--- src/rtl/core/sapq_pkg.sv ---
// sapq_pkg: operation and status codes, field widths and the result type
// shared by the sorted-array priority queue sequencer and its top level
// depends on nothing
`timescale 1ns / 1ps

package sapq_pkg;

  localparam int VAL_W   = 32;
  localparam int IDX_W   = 5;
  localparam int CNTO_W  = 6;
  localparam int OP_W    = 2;
  localparam int ST_W    = 3;

  localparam logic [OP_W-1:0] OP_INSERT = 2'd0;
  localparam logic [OP_W-1:0] OP_DELETE = 2'd1;
  localparam logic [OP_W-1:0] OP_READ   = 2'd2;

  localparam logic [ST_W-1:0] ST_OK       = 3'd0;
  localparam logic [ST_W-1:0] ST_FULL     = 3'd1;
  localparam logic [ST_W-1:0] ST_EMPTY    = 3'd2;
  localparam logic [ST_W-1:0] ST_NOTFOUND = 3'd3;
  localparam logic [ST_W-1:0] ST_RANGE    = 3'd4;

  typedef struct packed {
    logic [CNTO_W-1:0] count;
    logic [VAL_W-1:0]  read_value;
    logic [ST_W-1:0]   status;
  } res_t;

endpackage

--- src/rtl/core/sapq_mem.sv ---
// sapq_mem: entry store, one write port and one read port with registered data
// depends on nothing
`timescale 1ns / 1ps

module sapq_mem #(
  parameter int DEPTH = 32
) (
  input  logic                     clk,
  input  logic                     wr_en,
  input  logic [$clog2(DEPTH)-1:0] wr_addr,
  input  logic [31:0]              wr_data,
  input  logic                     rd_en,
  input  logic [$clog2(DEPTH)-1:0] rd_addr,
  output logic [31:0]              rd_data_r
);

  logic [31:0] mem [DEPTH];

  always_ff @(posedge clk) begin
    if (wr_en) begin
      mem[wr_addr] <= wr_data;
    end
    if (rd_en) begin
      rd_data_r <= mem[rd_addr];
    end
  end

endmodule

--- src/rtl/core/sapq_seq.sv ---
// sapq_seq: sequencer that walks the entry store for insert, delete and read
// depends on sapq_pkg, drives sapq_mem
`timescale 1ns / 1ps

module sapq_seq
  import sapq_pkg::*;
#(
  parameter int DEPTH = 32
) (
  input  logic                     clk,
  input  logic                     rst_n,
  input  logic                     in_valid,
  output logic                     in_ready,
  input  logic [OP_W-1:0]          in_op,
  input  logic signed [VAL_W-1:0]  in_value,
  input  logic [IDX_W-1:0]         in_index,
  output logic                     mem_wr_en,
  output logic [$clog2(DEPTH)-1:0] mem_wr_addr,
  output logic [31:0]              mem_wr_data,
  output logic                     mem_rd_en,
  output logic [$clog2(DEPTH)-1:0] mem_rd_addr,
  input  logic [31:0]              mem_rd_data,
  output logic                     res_valid,
  input  logic                     res_free,
  output res_t                     res
);

  localparam int AW = $clog2(DEPTH);
  localparam int CW = $clog2(DEPTH + 1);

  typedef enum logic [2:0] {
    S_IDLE,
    S_INS,
    S_PUT,
    S_DEL,
    S_RD,
    S_OUT
  } state_t;

  state_t                  state_r, state_nxt;
  logic [CW-1:0]           cnt_r, cnt_nxt;
  logic [CW-1:0]           ptr_r, ptr_nxt;
  logic                    found_r, found_nxt;
  logic signed [VAL_W-1:0] val_r, val_nxt;
  logic [ST_W-1:0]         status_r, status_nxt;
  logic [VAL_W-1:0]        rv_r, rv_nxt;

  logic [CW-1:0]           cnt_m1;
  logic [CW-1:0]           ptr_m1;
  logic [CW-1:0]           ptr_m2;
  logic [CW-1:0]           ptr_p1;
  logic [CW+IDX_W-1:0]     idx_ext;
  logic [CW+IDX_W-1:0]     cnt_ext;
  logic [AW+IDX_W-1:0]     idx_addr;
  logic [CW+CNTO_W-1:0]    cnt_out_ext;
  logic                    hit;

  assign cnt_m1      = cnt_r - CW'(1);
  assign ptr_m1      = ptr_r - CW'(1);
  assign ptr_m2      = ptr_r - CW'(2);
  assign ptr_p1      = ptr_r + CW'(1);
  assign idx_ext     = {{CW{1'b0}}, in_index};
  assign cnt_ext     = {{IDX_W{1'b0}}, cnt_r};
  assign idx_addr    = {{AW{1'b0}}, in_index};
  assign cnt_out_ext = {{CNTO_W{1'b0}}, cnt_r};
  assign hit         = found_r | (mem_rd_data == val_r);

  always_comb begin
    state_nxt   = state_r;
    cnt_nxt     = cnt_r;
    ptr_nxt     = ptr_r;
    found_nxt   = found_r;
    val_nxt     = val_r;
    status_nxt  = status_r;
    rv_nxt      = rv_r;
    in_ready    = 1'b0;
    mem_wr_en   = 1'b0;
    mem_wr_addr = ptr_r[AW-1:0];
    mem_wr_data = mem_rd_data;
    mem_rd_en   = 1'b0;
    mem_rd_addr = ptr_r[AW-1:0];
    res_valid   = 1'b0;

    unique case (state_r)
      S_IDLE: begin
        in_ready = 1'b1;
        if (in_valid) begin
          val_nxt    = in_value;
          status_nxt = ST_OK;
          rv_nxt     = '0;
          unique case (in_op)
            OP_INSERT: begin
              if (cnt_r == CW'(DEPTH)) begin
                status_nxt = ST_FULL;
                state_nxt  = S_OUT;
              end else if (cnt_r == '0) begin
                ptr_nxt   = '0;
                state_nxt = S_PUT;
              end else begin
                // walk down from the top entry, shifting while value >= entry
                mem_rd_en   = 1'b1;
                mem_rd_addr = cnt_m1[AW-1:0];
                ptr_nxt     = cnt_r;
                state_nxt   = S_INS;
              end
            end
            OP_DELETE: begin
              if (cnt_r == '0) begin
                status_nxt = ST_EMPTY;
                state_nxt  = S_OUT;
              end else begin
                mem_rd_en   = 1'b1;
                mem_rd_addr = '0;
                ptr_nxt     = '0;
                found_nxt   = 1'b0;
                state_nxt   = S_DEL;
              end
            end
            OP_READ: begin
              if (idx_ext < cnt_ext) begin
                mem_rd_en   = 1'b1;
                mem_rd_addr = idx_addr[AW-1:0];
                state_nxt   = S_RD;
              end else begin
                status_nxt = ST_RANGE;
                state_nxt  = S_OUT;
              end
            end
            default: begin
              state_nxt = S_OUT;
            end
          endcase
        end
      end
      S_INS: begin
        // read data is the entry at ptr - 1
        if (val_r >= $signed(mem_rd_data)) begin
          mem_wr_en   = 1'b1;
          mem_wr_addr = ptr_r[AW-1:0];
          mem_wr_data = mem_rd_data;
          ptr_nxt     = ptr_m1;
          if (ptr_r == CW'(1)) begin
            state_nxt = S_PUT;
          end else begin
            mem_rd_en   = 1'b1;
            mem_rd_addr = ptr_m2[AW-1:0];
          end
        end else begin
          state_nxt = S_PUT;
        end
      end
      S_PUT: begin
        mem_wr_en   = 1'b1;
        mem_wr_addr = ptr_r[AW-1:0];
        mem_wr_data = val_r;
        cnt_nxt     = cnt_r + CW'(1);
        state_nxt   = S_OUT;
      end
      S_DEL: begin
        // read data is the entry at ptr, entries after the hit move down
        if (found_r) begin
          mem_wr_en   = 1'b1;
          mem_wr_addr = ptr_m1[AW-1:0];
          mem_wr_data = mem_rd_data;
        end
        found_nxt = hit;
        if (ptr_r == cnt_m1) begin
          if (hit) begin
            cnt_nxt = cnt_m1;
          end else begin
            status_nxt = ST_NOTFOUND;
          end
          state_nxt = S_OUT;
        end else begin
          mem_rd_en   = 1'b1;
          mem_rd_addr = ptr_p1[AW-1:0];
          ptr_nxt     = ptr_p1;
        end
      end
      S_RD: begin
        rv_nxt    = mem_rd_data;
        state_nxt = S_OUT;
      end
      S_OUT: begin
        res_valid = 1'b1;
        if (res_free) begin
          state_nxt = S_IDLE;
        end
      end
      default: begin
        state_nxt = S_IDLE;
      end
    endcase
  end

  assign res.status     = status_r;
  assign res.read_value = rv_r;
  assign res.count      = cnt_out_ext[CNTO_W-1:0];

  always_ff @(posedge clk) begin
    if (!rst_n) begin
      state_r <= S_IDLE;
      cnt_r   <= '0;
      found_r <= 1'b0;
    end else begin
      state_r <= state_nxt;
      cnt_r   <= cnt_nxt;
      found_r <= found_nxt;
    end
    ptr_r    <= ptr_nxt;
    val_r    <= val_nxt;
    status_r <= status_nxt;
    rv_r     <= rv_nxt;
  end

endmodule

--- src/rtl/core/sorted_array_priority_queue.sv ---
// sorted_array_priority_queue: top level, entry store, sequencer, output register
// depends on sapq_pkg, sapq_mem, sapq_seq
`timescale 1ns / 1ps
//
// channel  dir  tdata (low bit up)                          tuser
// in_      in   value[31:0] index[36:32] zero[39:37]        operation[1:0]
// out_     out  status[2:0] read_value[34:3] count[40:35]   -
//             zero[47:41]
//
// one beat at a time; the entry store has a single read port, so the walk
// sets the time: insert walks down from the top entry, shifting each one it
// passes and reading the one it stops on; delete walks every entry; a read
// does one store read; a refused or unused operation goes straight to the result
// synchronous active-low reset clears the count and the sequencer; the
// entries themselves are not cleared and only positions below the count
// are ever read
// the result sits in an output register, a stalled out_tready holds it while
// the next beat is accepted and worked on

module sorted_array_priority_queue
  import sapq_pkg::*;
#(
  parameter int DEPTH = 32
) (
  input  logic        clk,
  input  logic        rst_n,
  input  logic        in_tvalid,
  output logic        in_tready,
  input  logic [39:0] in_tdata,   // value[31:0], index[36:32], zero pad
  input  logic [1:0]  in_tuser,   // operation[1:0]
  output logic        out_tvalid,
  input  logic        out_tready,
  output logic [47:0] out_tdata   // status[2:0], read_value[34:3], count[40:35], zero pad
);

  localparam int AW = $clog2(DEPTH);

  logic          mem_wr_en;
  logic [AW-1:0] mem_wr_addr;
  logic [31:0]   mem_wr_data;
  logic          mem_rd_en;
  logic [AW-1:0] mem_rd_addr;
  logic [31:0]   mem_rd_data;

  logic          res_valid;
  logic          res_free;
  res_t          res;

  logic          out_valid_r;
  res_t          out_res_r;

  // output slot can take a result when empty or being drained this cycle
  assign res_free = !out_valid_r || out_tready;

  sapq_mem #(
    .DEPTH (DEPTH)
  ) u_mem (
    .clk       (clk),
    .wr_en     (mem_wr_en),
    .wr_addr   (mem_wr_addr),
    .wr_data   (mem_wr_data),
    .rd_en     (mem_rd_en),
    .rd_addr   (mem_rd_addr),
    .rd_data_r (mem_rd_data)
  );

  sapq_seq #(
    .DEPTH (DEPTH)
  ) u_seq (
    .clk         (clk),
    .rst_n       (rst_n),
    .in_valid    (in_tvalid),
    .in_ready    (in_tready),
    .in_op       (in_tuser),
    .in_value    ($signed(in_tdata[31:0])),
    .in_index    (in_tdata[36:32]),
    .mem_wr_en   (mem_wr_en),
    .mem_wr_addr (mem_wr_addr),
    .mem_wr_data (mem_wr_data),
    .mem_rd_en   (mem_rd_en),
    .mem_rd_addr (mem_rd_addr),
    .mem_rd_data (mem_rd_data),
    .res_valid   (res_valid),
    .res_free    (res_free),
    .res         (res)
  );

  // output register: valid is control, payload loads with each new result
  always_ff @(posedge clk) begin
    if (!rst_n) begin
      out_valid_r <= 1'b0;
    end else if (res_free) begin
      out_valid_r <= res_valid;
    end
    if (res_valid && res_free) begin
      out_res_r <= res;
    end
  end

  assign out_tvalid = out_valid_r;
  assign out_tdata  = {7'd0, out_res_r};

endmodule
--- config.mk ---
export PLATFORM = sky130hd
export DESIGN_NAME = sorted_array_priority_queue
export DESIGN_NICKNAME = d
export VERILOG_FILES = /design/src/rtl/core/sapq_pkg.sv /design/src/rtl/core/sapq_mem.sv /design/src/rtl/core/sapq_seq.sv /design/src/rtl/core/sorted_array_priority_queue.sv
export SDC_FILE = /design/constraint.sdc
export NUM_CORES = 1
export LEC_CHECK = 0
export BUFFER_PORTS_ARGS = -buffer_cell sky130_fd_sc_hd__buf_2
export CELL_PAD_IN_SITES_DETAIL_PLACEMENT = 1
export CELL_PAD_IN_SITES_GLOBAL_PLACEMENT = 1
export CORE_ASPECT_RATIO = 0.6
export CORE_MARGIN = 2
export CORE_UTILIZATION = 45
export CTS_BUF_LIST = sky130_fd_sc_hd__clkbuf_8
export DETAILED_ROUTE_END_ITERATION = 8
export GPL_ROUTABILITY_DRIVEN = 0
export PLACE_DENSITY_LB_ADDON = 0.1
export SKIP_LAST_GASP = 1
export SLEW_MARGIN = 15
export SYNTH_ARGS = -nofsm -noshare
export SYNTH_HDL_FRONTEND = slang
export SYNTH_SLANG_ARGS = --single-unit
--- constraint.sdc ---
create_clock -name clk -period 4.35 [get_ports clk]
set_input_delay 0.87 -clock clk [delete_from_list [all_inputs] [get_ports clk]]
set_output_delay 0.87 -clock clk [all_outputs]
set_load 0.005 [all_outputs]
==> out/qor.json <==
{
  "hold_ws_ns": 0.144,
  "drt_first_pass_iters": 5,
  "cts_inserted_buffers": 176,
  "core_box_area_mm2": 0.108,
  "min_period_ns": 4.77,
  "mostFrequentLayoutCells": "edfxtp_1 (1,170), buf_4 (398), mux2i_1 (237), clkbuf_8 (183), inv_1 (165)",
  "timing.reg2reg.worst_path_depth": 20,
  "detailed_place_hpwl_um": 104000,
  "drv_slew": 0,
  "final_critical_path_setup_slack_ns": -0.422,
  "die_outline_width_um": 430,
  "final_common_cell": "edfxtp_1",
  "run_status": "complete, but fails checks",
  "failing_checks": "setup timing",
  "die_h_um": 259,
  "routedWlPerCell_um": 33.0,
  "min_period_over_period": 1.10,
  "final_core_utilization": 0.583,
  "critPathSlowestCell": "or4_4",
  "initial_antenna_violation_count": 8,
  "post_synth_main_area_contributors": "edfxtp_1 (72%), mux2i_1 (5.2%), a211oi_1 (3.0%)",
  "die-area_mm2": 0.111,
  "drt_iter0_drc": 4151,
  "setup-violations-final": 32,
  "vias": 33000,
  "worstMarginPinSlew_ns": 1.07,
  "routed_wirelength_um": 176000,
  "maxSlewHeadroom": 0.288,
  "worst_clk_skew_ns": 0.0539,
  "postSynth.asyncResetShare": 0,
  "grt_start_max_net_pins": 65,
  "route.detailed.drc": 0,
  "max_freq_mhz": 210,
  "worst_r2r_endpoint": "u_mem.rd_data_r[12]",
  "synthesis.area_per_instance_um2": 15.7,
  "worst-path-max-fanout": 10,
  "cp_data_arrival_time_ns": 5.39,
  "grt_pass1_wl_um": 245000,
  "clock_tree.buffer_depth": 3,
  "path_cells": "inv_1 -> ha_1 -> nand4_1 -> nor4_2 -> buf_4 -> a21boi_2 -> o41a_1 -> buf_6 -> a21oi_4 -> buf_6 -> o211ai_1 -> buf_4 -> and3_4 -> buf_12 -> buf_12 -> buf_6 -> a211oi_4 -> a211o_1 -> a41oi_2 -> or4_4",
  "gate_count_of_the_mapped_netlist": 3116,
  "initial_utilization": 0.455,
  "cts_max_level": 4,
  "synth-edff-count": 1170,
  "whs_endpoint": "u_seq.val_r[0]",
  "postSynth.topFlopCell": "edfxtp_1",
  "post_synthesis_cell_area_mm2": 0.0489,
  "slowest_delay_ns": 0.65,
  "setup.worst_path.class": "reg -> reg",
  "cts_tree": "done",
  "synth_cell_types": 74,
  "postSynthRegisterBits": 1181,
  "regToRegSetupSlack_ns": -0.42,
  "required_ns": 4.97,
  "grt_setup_unrepaired": "yes",
  "num_io_pins": 96,
  "clock_sinks": 1181,
  "place.port_buffers": 85,
  "synth.largest_area_cell": "edfxtp_1",
  "r2r_start": "u_mem.rd_data_r[8]",
  "clkTransAtPathRegs_ns": 0.07,
  "worst_path_most_repeated_cell": "buf_6",
  "critPathLaunchType": "flip-flop",
  "hold_start": "in_tdata[0]",
  "hp-class": "in -> reg",
  "synth_top_area_share": 0.718,
  "antenna_left": 0,
  "worst_setup_end_kind": "flip-flop",
  "design.final.nets": 3855,
  "grt.total_usage": 0.309,
  "first_global_vias": 33300,
  "synthToLayoutAreaGrowth_pct": 28.1,
  "via_per_inst": 6.21,
  "row_count": 93,
  "max_cap_violations": 0,
  "startpoint": "u_mem.rd_data_r[8]",
  "grt.overflow.total": 0,
  "clk_root_buffer_cell": "clkbuf_8",
  "share_of_post_route_cells_with_drive_strength_above_1": 0.329,
  "hold-path-cell-count": 1,
  "ys_seq_area_frac": 0.723,
  "synth.yosys.warnings": 0,
  "hold_viol_final": 0,
  "postCtsHoldBufs": 0,
  "clkLatencyLatePin_ns": 0.92
}
[cells by family after synthesis]
group / count (synthesis) / synth area share
DFF: 1181 / 0.723
and+or+nand+nor: 476 / 0.0510
other: 1 / 0.0000767
buffers and inverters: 334 / 0.0305
xor gates and xnor gates: 29 / 0.00519
AOI/OAI and AO/OA: 730 / 0.112
adders and majority gates: 44 / 0.0113
muxes: 321 / 0.0674
[synth_stat cells, types with 6 or more instances]
master / count
a211oi_1: 198
a21oi_1: 56
nand3_1: 16
a211o_1: 128
a31oi_1: 69
ha_1: 44
and2_1: 73
a2111oi_0: 64
clkbuf_1: 116
inv_1: 109
dfxtp_1: 11
o31ai_1: 6
mux2i_1: 256
buf_2: 80
mux2_2: 65
o211ai_1: 67
nand2_1: 149
and3_1: 37
a22oi_1: 6
buf_6: 9
nor3_1: 7
o21ai_0: 55
nor2_1: 64
a41oi_1: 33
edfxtp_1: 1170
xor2_1: 10
nor2b_1: 72
or4_1: 33
xnor2_1: 19
buf_4: 19
[timing repair]
action / 4_1_cts / 5_1_grt
resized for setup: 379 / 88
cloned: 25 / 7
setup endpoints to repair: 32 / 32
pin swaps: 182 / 84
setup buffers: 86 / 37
[worst max-delay path, delay by kind of cell, from the launching register on]
kind	cells	cell delay [ns]
flip-flops	1	0.51
AO/OA/AOI/OAI	7	1.33
buffers and inverters	8	1.23
AND/OR/NAND/NOR	4	1.09
adder cells (fa/ha/maj)	1	0.32
[sequential cells by signal, summed over array words and instances, names as in the netlist]
register         cells
out_tdata           41
out_tvalid           1
u_mem.mem         1024
u_mem.rd_data_r     32
u_seq.cnt_r          6
u_seq.found_r        1
u_seq.ptr_r          6
u_seq.rv_r          32
u_seq.state_r        3
u_seq.status_r       3
u_seq.val_r         32
[worst max-delay path by stage]
stage	cells after the start	slack, ns	end
6_report	20	-0.42	u_mem.rd_data_r[12]
3_3_place_gp	17	-1.06	u_mem.rd_data_r[9]
3_5_place_dp	17	-1.01	u_mem.rd_data_r[9]
4_1_cts	17	-0.34	u_mem.rd_data_r[14]
2_1_floorplan	14	-0.004	u_mem.rd_data_r[10]
5_1_grt	18	-0.47	u_mem.rd_data_r[12]
[stage by stage]
| step | area, um2 | worst slack, ns | cells | setup TNS [ns] |
|---|---|---|---|---|
| floorplan | 48900 | -0.00443 | 3122 | -0.0887 |
| global placement | 55300 | -1.06 | 4869 | -23.27 |
| detailed placement | 55300 | -1.01 | 4869 | -23.37 |
| CTS | 61700 | -0.343 | 5282 | -8.42 |
| global route | 62600 | -0.465 | 5318 | -12.09 |
| finish | 62700 | -0.422 | 5321 | -10.19 |
[cell type report]
class                      count  area, um2
fill                        9840      44900
sequential                  1181      35400
multi-input combinational   1610      14700
timing repair buffer         687       7350
clock buffer                 183       2520
tap                         1425       1780
clock inverter               122        553
inverter                     109        409
antenna                        4       10.0
[routing by layer]
layer	up-vias	part of all wire	wire, um	global-route usage
met5	-	0	0	0
met4	0	0.022	3790	0.0810
met3	232	0.10	17600	0.0617
met2	1667	0.42	74400	0.441
met1	17400	0.46	79900	0.480
li1	13700	-	-	-
Power is not shown: default switching activity piles up to over one toggle a cycle in this logic, so the estimate is an artifact.
